==> config.mk <==
export PLATFORM = sky130hd
export DESIGN_NAME = tbrb_ctrl
export DESIGN_NICKNAME = d
export VERILOG_FILES = /design/src/design/tcp_byte_ring_buffer_defines.svh /design/src/design/tbrb_pkg.sv /design/src/design/tbrb_ctrl.sv
export SDC_FILE = /design/constraint.sdc
export NUM_CORES = 1
export LEC_CHECK = 0
export BUFFER_PORTS_ARGS = -buffer_cell sky130_fd_sc_hd__buf_2
export CAP_MARGIN = 15
export CELL_PAD_IN_SITES_DETAIL_PLACEMENT = 0
export CELL_PAD_IN_SITES_GLOBAL_PLACEMENT = 1
export CORE_AREA = 2 2 39 41
export DETAILED_ROUTE_END_ITERATION = 8
export DIE_AREA = 0 0 41 43
export PLACE_DENSITY = 0.69
export SLEW_MARGIN = 20
export SYNTH_ARGS = -nofsm -noshare
export SYNTH_HDL_FRONTEND = slang
export SYNTH_SLANG_ARGS = --single-unit
==> constraint.sdc <==
create_clock -name clk -period 3.8 [get_ports clk]
set_input_delay 0 -clock clk [delete_from_list [all_inputs] [get_ports clk]]
set_output_delay 0 -clock clk [all_outputs]
set_load 0.02 [all_outputs]
==> src/design/tcp_byte_ring_buffer_defines.svh <==
// assertion macros for the ring buffer datapath
`ifndef TCP_BYTE_RING_BUFFER_DEFINES_SVH
`define TCP_BYTE_RING_BUFFER_DEFINES_SVH
`ifndef SYNTH
`define TBRB_ASSERT(lbl, clk, rst_n, prop) \
	lbl: assert property (@(posedge clk) disable iff (!rst_n) (prop)) \
		else $error("tcp_byte_ring_buffer: invariant violated");
`define TBRB_ASSERT_IMP(lbl, clk, rst_n, ante, cons) \
	lbl: assert property (@(posedge clk) disable iff (!rst_n) (ante) |-> (cons)) \
		else $error("tcp_byte_ring_buffer: implication violated");
`else
`define TBRB_ASSERT(lbl, clk, rst_n, prop)
`define TBRB_ASSERT_IMP(lbl, clk, rst_n, ante, cons)
`endif
`endif

==> src/design/tbrb_pkg.sv <==
// types and constants of the byte ring buffer
`timescale 1ns / 1ps
`default_nettype none
package tbrb_pkg;

	localparam int CMD_W    = 3;
	localparam int SIZE_W   = 13;
	localparam int AMT_W    = 7;
	localparam int DATA_W   = 64;
	localparam int BYTE_W   = 8;
	localparam int ADDR_W   = 3;
	localparam int APB_W    = 32;

	localparam int SIZE_RESET = 4096;
	localparam int WRITE_MAX  = 8;

	localparam logic [CMD_W-1:0] CMD_APPEND = 3'd0;
	localparam logic [CMD_W-1:0] CMD_PEEK   = 3'd1;
	localparam logic [CMD_W-1:0] CMD_RWRITE = 3'd2;
	localparam logic [CMD_W-1:0] CMD_COMMIT = 3'd3;
	localparam logic [CMD_W-1:0] CMD_REMOVE = 3'd4;

	// register index, taken from paddr[2]
	localparam logic REG_BUFFER_SIZE = 1'b0;

	typedef struct packed {
		logic [CMD_W-1:0]  command;
		logic [SIZE_W-1:0] offset;
		logic [AMT_W-1:0]  amount;
		logic [DATA_W-1:0] data_in;
	} item_t;

	typedef struct packed {
		logic [BYTE_W-1:0] data_byte;
		logic              byte_valid;
		logic              last;
		logic [SIZE_W-1:0] amount_done;
		logic              overflow;
	} result_t;

	typedef enum logic [2:0] {
		ST_IDLE,
		ST_CALC,
		ST_WRITE,
		ST_UPDATE,
		ST_PK_RD,
		ST_PK_OUT,
		ST_RESP
	} state_t;

	typedef struct packed {
		logic load;
		logic calc;
		logic wr_byte;
		logic update;
		logic rd_issue;
		logic pk_load;
		logic resp_load;
	} dp_cmd_t;

	typedef struct packed {
		logic [CMD_W-1:0] cmd;
		logic             wr_last;
		logic             pk_last;
		logic             none;
		logic             out_free;
	} dp_sts_t;

endpackage
`default_nettype wire

==> src/design/tbrb_ctrl.sv <==
// sequencing state machine of the byte ring buffer
`timescale 1ns / 1ps
`default_nettype none
module tbrb_ctrl (
	input  logic              clk,
	input  logic              arst_n,
	input  logic              in_valid,
	output logic              in_ready,
	input  tbrb_pkg::dp_sts_t sts,
	output tbrb_pkg::dp_cmd_t ctl
);
	import tbrb_pkg::*;

	state_t state_q;
	state_t state_d;

	always_ff @(posedge clk or negedge arst_n) begin
		if (!arst_n) begin
			state_q <= ST_IDLE;
		end else begin
			state_q <= state_d;
		end
	end

	always_comb begin
		state_d = state_q;
		case (state_q)
			ST_IDLE: begin
				if (in_valid) state_d = ST_CALC;
			end
			ST_CALC: begin
				case (sts.cmd)
					CMD_APPEND, CMD_RWRITE: state_d = ST_WRITE;
					CMD_PEEK:               state_d = ST_PK_RD;
					CMD_COMMIT, CMD_REMOVE: state_d = ST_UPDATE;
					default:                state_d = ST_RESP;
				endcase
			end
			ST_WRITE: begin
				if (sts.wr_last) state_d = (sts.cmd == CMD_APPEND) ? ST_UPDATE : ST_RESP;
			end
			ST_UPDATE: begin
				state_d = ST_RESP;
			end
			ST_PK_RD: begin
				// nothing to peek gives one empty result
				state_d = sts.none ? ST_RESP : ST_PK_OUT;
			end
			ST_PK_OUT: begin
				if (sts.out_free) state_d = sts.pk_last ? ST_IDLE : ST_PK_RD;
			end
			ST_RESP: begin
				if (sts.out_free) state_d = ST_IDLE;
			end
			default: begin
				state_d = ST_IDLE;
			end
		endcase
	end

	always_comb begin
		ctl      = '0;
		in_ready = 1'b0;
		case (state_q)
			ST_IDLE: begin
				in_ready = 1'b1;
				ctl.load = in_valid;
			end
			ST_CALC:   ctl.calc      = 1'b1;
			ST_WRITE:  ctl.wr_byte   = 1'b1;
			ST_UPDATE: ctl.update    = 1'b1;
			ST_PK_RD:  ctl.rd_issue  = 1'b1;
			ST_PK_OUT: ctl.pk_load   = sts.out_free;
			ST_RESP:   ctl.resp_load = sts.out_free;
			default: begin
				ctl = '0;
			end
		endcase
	end

endmodule
`default_nettype wire

==> run_summary.xml <==
<?xml version="1.0" encoding="UTF-8"?>
<metrics>
  <group name="final_layout">
    <metric name="final_design_area_no_fill" unit="sq um">503</metric>
    <metric name="layout-drive-gt1-share" unit="">0.422</metric>
    <metric name="largest_registers_ranked_by_flip_flop_count" unit="">state_q x3</metric>
    <metric name="layout.filler_cells" unit="">155</metric>
    <metric name="area.growth.synth_to_final" unit="%">32.7</metric>
    <metric name="antenna_cells_inserted" unit="">0</metric>
    <metric name="finish.utilization" unit="">0.363</metric>
    <metric name="design.final.nets" unit="">75</metric>
    <metric name="largest_register" unit="">state_q</metric>
    <metric name="largest_reg_flops" unit="">3</metric>
  </group>
  <group name="grt">
    <metric name="first_global_vias" unit="">310</metric>
    <metric name="grt_antenna_before_repair" unit="">0</metric>
    <metric name="gr-usage-all-layers" unit="">0.109</metric>
    <metric name="grt_first_pass_wirelength" unit="um">1260</metric>
    <metric name="globalRoute.totalOverflow" unit="">0</metric>
    <metric name="largest_net_degree_at_the_start_of_global_routing" unit="">17</metric>
  </group>
  <group name="floorplan">
    <metric name="fp-row-count" unit="">14</metric>
    <metric name="core-area" unit="sq um">1380</metric>
    <metric name="io-pin-count" unit="">18</metric>
    <metric name="fp.dieW" unit="um">41</metric>
    <metric name="fp.dieArea" unit="sq um">1760</metric>
    <metric name="die_h" unit="um">43</metric>
    <metric name="floorplan.initialDensity" unit="">0.274</metric>
  </group>
  <group name="timing">
    <metric name="slew_viol_final" unit="">0</metric>
    <metric name="share_of_the_cycle_needed_by_the_critical_path_after_routing" unit="">0.393</metric>
    <metric name="finalClockSkew" unit="ns">0.00288</metric>
    <metric name="worst_slew_margin_rel" unit="">0.680</metric>
    <metric name="totalNegativeSetupSlack" unit="ns">0</metric>
    <metric name="timing.final.hold_violations" unit="">0</metric>
    <metric name="fmax" unit="GHz">0.669</metric>
    <metric name="max_slew.worst_pin.slew" unit="ns">0.480</metric>
    <metric name="rsz_0062_raised_after_global_routing" unit="">no</metric>
    <metric name="period_minus_slack" unit="ns">1.49</metric>
    <metric name="setup_viol_count_final" unit="">0</metric>
  </group>
  <group name="detailed_routing">
    <metric name="via_count" unit="">397</metric>
    <metric name="drt_first_iter_violations" unit="">3</metric>
    <metric name="drt.antenna.violating_nets" unit="">0</metric>
    <metric name="drt_drc_violations_left" unit="">0</metric>
    <metric name="wl" unit="um">833</metric>
    <metric name="detailed_routing_iteration_count_for_the_pre_antenna_repair_pass" unit="">4</metric>
    <metric name="wl_per_cell" unit="um">10.4</metric>
    <metric name="viasPerCell" unit="">4.96</metric>
  </group>
  <group name="synth">
    <metric name="synth_sequential_area_ratio" unit="">0.198</metric>
    <metric name="synth_nets" unit="">55</metric>
    <metric name="yosys-top-cells-count" unit="">3 x dfrtp_1, 3 x nand2_1, 3 x nor2b_1, 3 x nor3_1</metric>
    <metric name="avgSynthCellArea" unit="sq um">8.42</metric>
    <metric name="yosys_most_used_dff" unit="">dfrtp_1</metric>
    <metric name="synth.ff_latch_count" unit="">3</metric>
    <metric name="netlist_area" unit="sq um">379</metric>
    <metric name="yosysWarningCount" unit="">0</metric>
    <metric name="ys_top_cells_by_area" unit="">dfrtp_1 20%, nor3b_2 6.6%, nor2b_1 5.0%</metric>
    <metric name="post_synth_inst_count" unit="">45</metric>
    <metric name="yosysTopAreaCellShare" unit="">0.198</metric>
    <metric name="synthArstFlopShare" unit="">1.00</metric>
    <metric name="yosys.cell_types.count" unit="">32</metric>
    <metric name="synth-edff-count" unit="">0</metric>
    <metric name="yosys.area.top_type" unit="">dfrtp_1</metric>
  </group>
  <group name="worst_setup_path">
    <metric name="crit_chain" unit="">nor2b_1 -&gt; a2111oi_1 -&gt; nor3_1 -&gt; o22a_1</metric>
    <metric name="cp_slowest_stage_delay" unit="ns">0.63</metric>
    <metric name="crit_arrival" unit="ns">1.61</metric>
    <metric name="timing.critical_path.max_delay_family" unit="">flip-flops</metric>
    <metric name="worst_setup_path_end_kind" unit="">flip-flop</metric>
    <metric name="timing.critical_path.fanout_max" unit="">16</metric>
    <metric name="ff_to_ff_start" unit="">state_q[1]</metric>
    <metric name="r2r_end" unit="">state_q[1]</metric>
    <metric name="rr_worst_depth" unit="">4</metric>
    <metric name="critical_path_depth" unit="">4</metric>
    <metric name="buf_inv_stages_crit_path" unit="">0</metric>
    <metric name="cp_data_required_time" unit="ns">3.92</metric>
    <metric name="cell_with_the_largest_stage_delay_on_the_worst_path" unit="">dfrtp_1</metric>
    <metric name="critPathLaunchType" unit="">flip-flop</metric>
    <metric name="setup_cp_type" unit="">reg -&gt; reg</metric>
    <metric name="r2r_setup_slack" unit="ns">2.31</metric>
  </group>
  <group name="status">
    <metric name="outcome" unit="">complete, no violations</metric>
  </group>
  <group name="placed_design">
    <metric name="placed_cell_area" unit="sq um">467</metric>
    <metric name="place.port_buffers" unit="">17</metric>
    <metric name="gp_routability_congestion" unit="">0.669</metric>
    <metric name="dpl.hpwl" unit="um">632</metric>
  </group>
  <group name="clocking">
    <metric name="postCtsSetupRepairBufs" unit="">0</metric>
    <metric name="clock_sink_count" unit="">3</metric>
    <metric name="tritoncts.num_buffers" unit="">3</metric>
    <metric name="tritoncts" unit="">built</metric>
    <metric name="cts_root_buffer" unit="">clkbuf_4</metric>
    <metric name="cts-root-to-sink-buffers" unit="">2</metric>
    <metric name="insertion_delay" unit="ns">0.24</metric>
    <metric name="clk_pin_slew" unit="ns">0.04</metric>
    <metric name="cts_max_level" unit="">1</metric>
  </group>
  <group name="pwr">
    <metric name="net-switching-power" unit="mW">0.182</metric>
    <metric name="netSwitchingFraction" unit="">0.474</metric>
    <metric name="share_clk_of_total_power" unit="">0.149</metric>
    <metric name="p_seq_frac" unit="">0.267</metric>
    <metric name="power.ir.vdd_worst" unit="V">0.000309</metric>
    <metric name="power_density" unit="nW/um^2">763</metric>
    <metric name="power_leakage" unit="nW">0.239</metric>
    <metric name="p_int" unit="mW">0.202</metric>
    <metric name="share_comb_of_total_power" unit="">0.584</metric>
  </group>
  <group name="job">
    <metric name="cap_violations" unit="">0</metric>
  </group>
  <group name="min_path">
    <metric name="hold_removal_path_class" unit="">in -&gt; async</metric>
  </group>
</metrics>
final cells by class:
| class | instances | area (sq um) | share of cell area |
|---|---|---|---|
| clock buffers | 4 | 26.3 | 0.0522 |
| flip-flops and latches | 3 | 75.1 | 0.149 |
| inverters | 1 | 3.75 | 0.00746 |
| multi-input cells | 38 | 283 | 0.562 |
| well taps | 16 | 20.0 | 0.0398 |
| repair buffers | 18 | 95.1 | 0.189 |
power by group through the flow:
| stage | registers, mW | clock network [mW] | logic (mW) |
|---|---|---|---|
| after global routing | 0.108 | 0.0670 | 0.246 |
| final | 0.102 | 0.0573 | 0.224 |
| after floorplan | 0.0654 | 0 | 0.215 |
| after CTS | 0.101 | 0.0594 | 0.227 |
| after detailed placement | 0.102 | 0 | 0.225 |
| after global placement | 0.102 | 0 | 0.226 |
logic make-up (layout without fill, tap and decap cells):
logic type,after synthesis,after routing,share of synthesized area
AND/OR/NAND/NOR,23,23,0.432
AO/OA/AOI/OAI,13,13,0.261
buffers and inverters,4,23,0.0561
flip-flops,3,3,0.198
XOR/XNOR,1,1,0.0231
multiplexers,1,1,0.0297
cell usage in the layout, fill, tap and decap left out, types with 2 or more instances in the layout:
| cell | instances |
|---|---|
| nand2_1 | 3 |
| and2_1 | 2 |
| nor3_1 | 3 |
| and3_1 | 2 |
| clkbuf_4 | 3 |
| dfrtp_1 | 3 |
| buf_2 | 17 |
| a21oi_1 | 2 |
| nor3b_2 | 2 |
| nor2b_1 | 3 |
how the worst max path moves through the flow:
stage | startpoint | endpoint | slack [ns]
CTS | state_q[1] | state_q[1] | 2.30
finish | state_q[1] | state_q[1] | 2.31
global route | state_q[1] | state_q[1] | 2.18
global placement | state_q[1] | state_q[1] | 2.31
floorplan | state_q[1] | ctl[6] | 2.35
detailed placement | state_q[1] | state_q[1] | 2.30
repair_timing:
item,4_1_cts,5_1_grt
resized for setup,0,0
hold buffers,1,0
hold endpoints to repair,3,0
metrics by stage:
stage | hold slack (ns) | setup slack [ns] | power [mW] | cells
2_1_floorplan | -0.296 | 2.35 | 0.281 | 45
3_3_place_gp | -0.199 | 2.31 | 0.328 | 75
3_5_place_dp | -0.198 | 2.30 | 0.327 | 75
4_1_cts | 0.0844 | 2.30 | 0.387 | 80
5_1_grt | 0.0856 | 2.18 | 0.420 | 80
6_report | 0.0913 | 2.31 | 0.384 | 80
layer usage:
metal / vias up / share of wire / track usage
li1: 210 / - / -
met1: 171 / 0.47 / 0.133
met5: - / 0 / 0
met2: 14 / 0.44 / 0.153
met4: 0 / 0.0096 / 0.0400
met3: 2 / 0.082 / 0.0628
Note: power is estimated with default switching activity, not from simulation.
